[config.mk]
export PLATFORM = sky130hd
export DESIGN_NAME = tpcw_ratio_stage
export DESIGN_NICKNAME = d
export VERILOG_FILES = /design/src/rtl/core/tpcw_pkg.sv /design/src/rtl/core/tpcw_ratio_stage.sv
export SDC_FILE = /design/constraint.sdc
export NUM_CORES = 1
export LEC_CHECK = 0
export BUFFER_PORTS_ARGS = -buffer_cell sky130_fd_sc_hd__buf_4
export CORE_AREA = 2 2 315 317
export CTS_BUF_LIST = sky130_fd_sc_hd__clkbuf_4
export CTS_CLUSTER_DIAMETER = 100
export DETAILED_ROUTE_END_ITERATION = 10
export DIE_AREA = 0 0 317 319
export PLACE_DENSITY = 0.66
export SKIP_CTS_REPAIR_TIMING = 1
export SLEW_MARGIN = 20
export SYNTH_ARGS = -nofsm -noshare
export SYNTH_HDL_FRONTEND = slang
export SYNTH_SLANG_ARGS = --single-unit
export TNS_END_PERCENT = 1
[constraint.sdc]
create_clock -name clk_i -period 4.03 [get_ports clk_i]
set_clock_uncertainty 0.15 [all_clocks]
set_input_delay 0.6045 -clock clk_i [delete_from_list [all_inputs] [get_ports clk_i]]
set_output_delay 0.6045 -clock clk_i [all_outputs]
set_load 0.01 [all_outputs]
[src/rtl/core/tpcw_pkg.sv]
`timescale 1ns / 1ps
package tpcw_pkg;

  localparam int unsigned ScreenWidthDef  = 1280;
  localparam int unsigned ScreenHeightDef = 720;

  // edge / area values: 17b differences, product 34b, difference 35b
  localparam int unsigned EdgeW = 35;
  // |w| magnitude 32b, pair product 64b, numerator 35+64 = 99b, sum of three 101b
  localparam int unsigned MagW  = 32;
  localparam int unsigned PairW = 64;
  localparam int unsigned NumW  = 101;
  localparam int unsigned QW    = 16;

  typedef enum logic [1:0] {
    StatOk      = 2'd0,
    StatOutside = 2'd1,
    StatInvalid = 2'd2
  } status_e;

  // per-item control carried down the pipe
  typedef struct packed {
    logic    covered;
    status_e status;
  } ctrl_t;

endpackage

[src/rtl/core/tpcw_ratio_stage.sv]
`timescale 1ns / 1ps
// One step of restoring division for the three weights: one quotient bit per
// stage, a shift, compare and subtract on the wide remainder.
module tpcw_ratio_stage
  import tpcw_pkg::*;
(
  input  logic                   clk_i,
  input  logic                   en_i,
  input  logic [2:0][NumW-1:0]   rem_i,
  input  logic [NumW-1:0]        den_i,
  input  logic [2:0][QW-1:0]     quo_i,
  output logic [2:0][NumW-1:0]   rem_o,
  output logic [2:0][QW-1:0]     quo_o
);

  logic [2:0][NumW:0]   shifted;
  logic [2:0][NumW-1:0] rem_d;
  logic [2:0][QW-1:0]   quo_d;
  logic [2:0][NumW-1:0] rem_q;
  logic [2:0][QW-1:0]   quo_q;

  // compare-and-subtract per lane
  always_comb begin
    for (int i = 0; i < 3; i++) begin
      shifted[i] = {rem_i[i], 1'b0};
      if (shifted[i] >= {1'b0, den_i}) begin
        rem_d[i] = NumW'(shifted[i] - {1'b0, den_i});
        quo_d[i] = {quo_i[i][QW-2:0], 1'b1};
      end else begin
        rem_d[i] = shifted[i][NumW-1:0];
        quo_d[i] = {quo_i[i][QW-2:0], 1'b0};
      end
    end
  end

  always_ff @(posedge clk_i) begin
    if (en_i) begin
      rem_q <= rem_d;
      quo_q <= quo_d;
    end
  end

  assign rem_o = rem_q;
  assign quo_o = quo_q;

endmodule

### Word level (Yosys, flattened, before mapping)

Cells that the tools add are included.

* register bits after elaboration: 351

* add/subtract/negate cells: 3
* order comparisons: 3
* multiplexer cells: 6

Operator list (count)
* 102-bit by 101-bit greater-or-equal comparator with 1-bit output: 3
* 101-bit two-way mux: 3
* 101-bit subtractor: 3
* 1-bit two-way mux: 3

### Longest topological paths before layout

Gate-level depths: netlist of the first run.

* depth after elaboration: 2
* gate-level depth with buffers: 19

### Least setup slack after synthesis of the first run

No wires, ideal clock.

* path type: input to register
* start point: input port den_i[32]
* end point: register rem_q (netlist bit rem_o[105]), data pin
* setup time: 0.260 ns
* data arrival time: 3.852 ns
* required time: 3.620 ns
* setup slack: -0.232 ns
* cell stages on the path: 16
* buffers on the path: 3
* cells stage by stage: inv_1 -> ha_1 -> clkbuf_2 -> nand2_2 -> or4_1 -> a211oi_2 -> o21ai_1 -> and3_1 -> o31a_1 -> or3_4 -> nand4_1 -> a31oi_1 -> o21ba_1 -> buf_6 -> buf_6 -> mux2_4

RTL lines
* from (decl): line tpcw_ratio_stage.sv:10 `input logic [NumW-1:0] den_i,`
* to (signal assigned): line tpcw_ratio_stage.sv:38 `rem_q <= rem_d;`
* to (decl): line tpcw_ratio_stage.sv:19 `logic [2:0][NumW-1:0] rem_q;`

==> results of run 1 <==
-- final cells by class --
cell class,instances,share of cell area
multi-input cells,3138,0.395
repair buffers,2222,0.335
flip-flops and latches,351,0.197
well taps,1287,0.0301
clock buffers,138,0.0194
inverters,193,0.0139
clock inverters,66,0.00878
diodes,16,0.000750
-- layer usage --
layer | vias to the layer above | wire, um
met4 | 34 | 7270
met1 | 18400 | 68700
met5 | - | 233
met3 | 350 | 12800
li1 | 18700 | -
met2 | 1578 | 77200
-- critical path, stage by stage --
cell	delay, ps
buf_4	110
inv_1	260
ha_4	270
a21oi_1	190
o21ai_0	170
a221o_1	330
a221o_1	400
o21ai_1	160
and3_4	250
o31a_1	320
or3_4	240
nand4_1	240
a31oi_4	310
o21ba_4	190
buf_12	200
buf_16	210
o21ai_1	100
-- logic make-up after synthesis --
kind of cell | Yosys count | synth area share
AOI/OAI and AO/OA | 1325 | 0.244
xor gates and xnor gates | 292 | 0.0780
and+or+nand+nor | 1111 | 0.155
DFF | 351 | 0.322
muxes | 104 | 0.0359
buffers and inverters | 383 | 0.0479
adders and majority gates | 306 | 0.117
-- flip-flops by register name, summed over array words and instances, names as in the netlist --
name and count:
quo_o 48, rem_o 303
-- power breakdown --
part	switching [uW]	internal [uW]	total, uW
combinational	3950	3840	7790
sequential	277	4770	5050
clock	1980	2080	4060
-- how the worst max path moves through the flow --
stage	start	to	slack [ps]	depth (start not counted)
global placement	den_i[8]	rem_o[127]	-1330	20
floorplan	den_i[8]	rem_o[97]	-70	15
detailed placement	den_i[8]	rem_o[127]	-1350	20
global route	rem_i[254]	rem_o[215]	-40	18
CTS	den_i[8]	rem_o[127]	-230	20
finish	den_i[29]	rem_o[196]	1	17
-- through the flow --
| stage | TNS (ps) | total power (uW) | cell area [sq um] | setup slack (ps) |
|---|---|---|---|---|
| after CTS | -16450 | 16500 | 49600 | -232 |
| after floorplan | -5380 | 8420 | 33000 | -74.5 |
| after detailed placement | -319100 | 12400 | 48100 | -1350 |
| after global placement | -307820 | 12400 | 48100 | -1330 |
| after global routing | -673 | 17700 | 53400 | -44.0 |
| final | 0 | 16900 | 53400 | 1.03 |
-- cells in the final DEF, fill, tap and decap left out, types with 10 or more instances in the layout --
master         instances
xor2_1               121
inv_1                183
a21oi_1              413
nand2_1              486
edfxtp_1             351
ha_4                  16
mux2_2                99
o21ai_0              298
and2_1                12
nor2_1               226
a21boi_0              15
nand2b_1              27
nand3_1               45
o21a_1                32
buf_12                16
clkinv_2              16
o21ai_1              107
or3_1                 16
nor3_1                49
dlygate4sd3_1        347
nor2b_1               37
a31oi_1               35
nand4_1              127
a211oi_1              17
clkbuf_4             138
nor4_1                26
o31ai_1               21
xnor2_1              171
o21bai_1              90
clkinv_1              39
diode_2               16
a21o_1               174
and3_1                25
buf_4               1849
a221oi_1              10
ha_1                 287
==> results.md, run 1 <==
* Status: finished, final reports clean
* Worst rel slew slack at 0.365
* DRC at 0
* M3 GR Usage at 0.0629
* Fin nets at 6,776
* Critical hold path startpoint: en_i
* H-tree depth at 3
* Leakage at 0.0246 uW
* Met2 usage at 0.496
* Syn nets at 4,632
* Synth Instances at 3,872
* Final period utilization at 1.00
* Post-layout util at 0.547
* Met1 usage at 0.387
* Max Buffers Root-to-Sink at 3
* Iteration-0 DRC Markers at 3,099
* Post-synth top area share at 0.322
* Setup crit start kind: primary input
* WP data required at 4570 ps
* Dpl cells at 6,837
* # rows at 115
* HPWL Detailed at 137 mm
* Effective utilization at floorplan at 0.336
* Yosys Warn Count at 0
* Final number of setup-violating endpoints at 0
* Die area at 101,000 sq um
* Critical Path AT at 4570 ps
* Sequential element share of the synthesized area at 0.322
* Total grt overflow at 0
* Finished Layout Cells at 7,411
* Clock Sink Count at 351
* Antenna violations before repair at 33
* RSZ-0062 raised after global routing: yes
* Synth area leader: edfxtp_1
* Hold Crit Depth at 1
* Top cells by count, synth: nand2_1, a21oi_1, edfxtp_1
* Most common cell in the netlist: nand2_1
* Top post-synthesis cells by area: edfxtp_1, ha_1, a21oi_1
* Top-Level Pins at 805
* First-pass GRT wire length at 229 mm
* Routability congestion estimate at 0.984
* Post-synth EDFFs at 351
* Vias at 39,000
* Number of global-route vias before repair at 36,100
* Worst hold slack at 35.4 ps
* Max-cap viol count at 0
* Worst hold endpoint: rem_o[270]
* Synthesized area at 32,800 sq um
* Crit end category: flip-flop
* Largest net degree at the start of global routing at 90
* Post-Route WL at 166 mm
* Worst Tran Pin Value at 941 ps
* CTS root buf: clkbuf_4
* DRT Pass-1 Iters at 6
* FF+latch count, synth at 351
* Die boundary width at 317 um
* Overall routing resource usage at 0.304
* Worst Hold Class: in2reg
* Most used routing layer: met2
* PD cells at 316 nW/um^2
* Die Y at 319 um
* Multi-input logic area at 21,100 sq um
* Final worst path period need at 4030 ps
* Num CTS Buffers at 110
* Register area at 10,500 sq um
* Vias per cell at 5.27
* Crit Path Class: in2reg
* Clock slew at reported path FFs at 70 ps
* Synthesis-to-layout area growth at 63.0%
* Core Region at 97,700 sq um
* Endpoints failing hold at 0
* Avg Cell Area, Syn at 8.47 sq um
* Distinct cells, synth at 81
* Maximum achievable frequency at 0.248 GHz
* CTS tree: done
* Top_reg_cell synth: edfxtp_1
* FFs w/ async S/R, synth at 0
* Antenna-violating nets left at 0
* Layout cells sized above 1 at 0.365
* CP max FO at 38
* VDD IR-drop max at 0.188 mV
* Buffers added on ports at 801
* Number of fillers in the final layout at 9,142
* Detailed-route wire length per cell at 22.4 um
* Max Slew Vio Count at 0
Power figures use the tool's default switching activity.
==> run 2: changes to the inputs <==
CAP_MARGIN = 20   (was not set)
CELL_PAD_IN_SITES_DETAIL_PLACEMENT = 1   (was not set)
CELL_PAD_IN_SITES_GLOBAL_PLACEMENT = 2   (was not set)
CORE_AREA = 2 2 334 336   (was 2 2 315 317)
DIE_AREA = 0 0 336 338   (was 0 0 317 319)
PLACE_DENSITY = 0.9   (was 0.66)
==> run 2 against run 1 <==
The flow now finishes with violations (hold timing, setup timing). Critical path depth grew 1. Maximum frequency shrank 3.3%. Die area grew 12%. Global-route usage shrank 0.43 points. Final cell count grew 3.5%. Flip-flop and latch count is the same. First-iteration DRC count grew 11%. Final area grew 0.99%. Clock power shrank 1%. Largest power group unchanged. Highest routed layer unchanged.
==> results.md, run 2 (synthesis gave the netlist of run 1 again) <==
* Fin nets at 6,819
* Critical Path Start: den_i[25]
* Final period utilization at 1.03
* Core Region at 110,000 sq um
* Crit Path Class: in2reg
* Worst Hold Class: in2reg
* H-tree depth at 3
* Vias at 42,200
* Critical Path AT at 4750 ps
* PD cells at 322 nW/um^2
* Total grt overflow at 0
* Max Slew Vio Count at 0
* VDD IR-drop max at 0.273 mV
* CTS tree: done
* RSZ-0062 raised after global routing: yes
* Detailed-route wire length per cell at 26.1 um
* Most common cell after layout, fill and taps aside: buf_4
* Buffers added on ports at 801
* Clock slew at reported path FFs at 70 ps
* Dpl cells at 7,086
* Worst hold slack at -240 ps
* Die Y at 338 um
* DRT Pass-1 Iters at 6
* Max FFs per register at 303
* Final number of setup-violating endpoints at 79
* Num CTS Buffers at 110
* Top-Level Pins at 805
* Max-cap viol count at 0
* Setup crit start kind: primary input
* Register area at 10,500 sq um
* Overall routing resource usage at 0.300
* Failing checks: hold timing, setup timing
* Number of fillers in the final layout at 13,200
* Leakage at 0.0248 uW
* CTS root buf: clkbuf_4
* Worst Tran Pin Value at 931 ps
* Synthesis-to-layout area growth at 64.6%
* Endpoints failing hold at 1
* Worst hold endpoint: rem_o[109]
* Post-layout util at 0.490
* Clock Sink Count at 351
* Antenna-violating nets left at 0
* Crit end category: flip-flop
* Routability congestion estimate at 1.04
* Finished Layout Cells at 7,671
* Die boundary width at 336 um
* Most frequent cells in the layout: buf_4, nand2_1, a21oi_1
* WP data required at 4620 ps
* Iteration-0 DRC Markers at 3,445
* Finished Cell Area at 54,000 sq um
* Final worst path period need at 4170 ps
* Maximum achievable frequency at 0.240 GHz
* Critical hold path startpoint: rem_i[108]
* Number of global-route vias before repair at 40,600
* Post-Route WL at 200 mm
* Post-route setup slack at -136 ps
* Layout cells sized above 1 at 0.371
* Final total power at 17,400 uW
* Effective utilization at floorplan at 0.298
* Worst rel slew slack at 0.379
* # rows at 122
* Antenna violations before repair at 43
* Max Buffers Root-to-Sink at 3
* Dpl cell area at 48,800 sq um
* Vias per cell at 5.50
* Largest net degree at the start of global routing at 80
* HPWL Detailed at 151 mm
* First-pass GRT wire length at 255 mm
* CP max FO at 4
* Setup TNS at -3530 ps
* DRC at 0
* Multi-input logic area at 21,100 sq um
* Status: finished with violations
* Hold Crit Depth at 3
* Die area at 114,000 sq um
==> run 2: per-layer routing <==
layer  routed length (um)  GRT usage  up-vias
met5                  208          0        -
met2                91300      0.494     2235
li1                     -          -    18700
met1                76100      0.360    20400
met4                15000      0.167       32
met3                17200     0.0711      813
==> run 2: final cells by class <==
cell class / count / area share
Multi-Input combinational cell: 3138 / 0.390
Timing Repair Buffer: 2265 / 0.338
Sequential cell: 351 / 0.195
Tap cell: 1488 / 0.0345
Clock buffer: 158 / 0.0220
Inverter: 193 / 0.0138
Clock inverter: 41 / 0.00427
Antenna cell: 37 / 0.00172
==> run 2: through the flow <==
stage               setup WS [ps]  hold slack (ps)
finish                       -136             -240
global route                 -354             -306
CTS                          -192             -526
detailed placement          -1280              634
global placement            -1170              632
floorplan                   -74.5              553
==> run 2: critical path, cell delays in order <==
cell      delay [ps]
buf_4            110
inv_1            160
ha_1             320
a21o_1           200
a21o_1           170
a21oi_1          340
o31ai_2          170
a311oi_1         370
buf_4            210
and2_1           150
or2_2            130
nor2b_1          320
buf_12           180
buf_4            130
nor2b_1           50
a211oi_1         640
xnor2_1          180
mux2_2           310
==> run 2: power breakdown <==
| part | switching [uW] | internal (uW) |
|---|---|---|
| Sequential | 298 | 4770 |
| Clock | 2130 | 1890 |
| Combinational | 4380 | 3880 |
| Total | 6810 | 10500 |
==> run 2: worst max path at each step <==
stage	slack, ps	to
detailed placement	-1280	rem_o[2]
global placement	-1170	rem_o[11]
finish	-140	rem_o[96]
global route	-350	rem_o[21]
floorplan	-70	rem_o[97]
CTS	-190	rem_o[24]
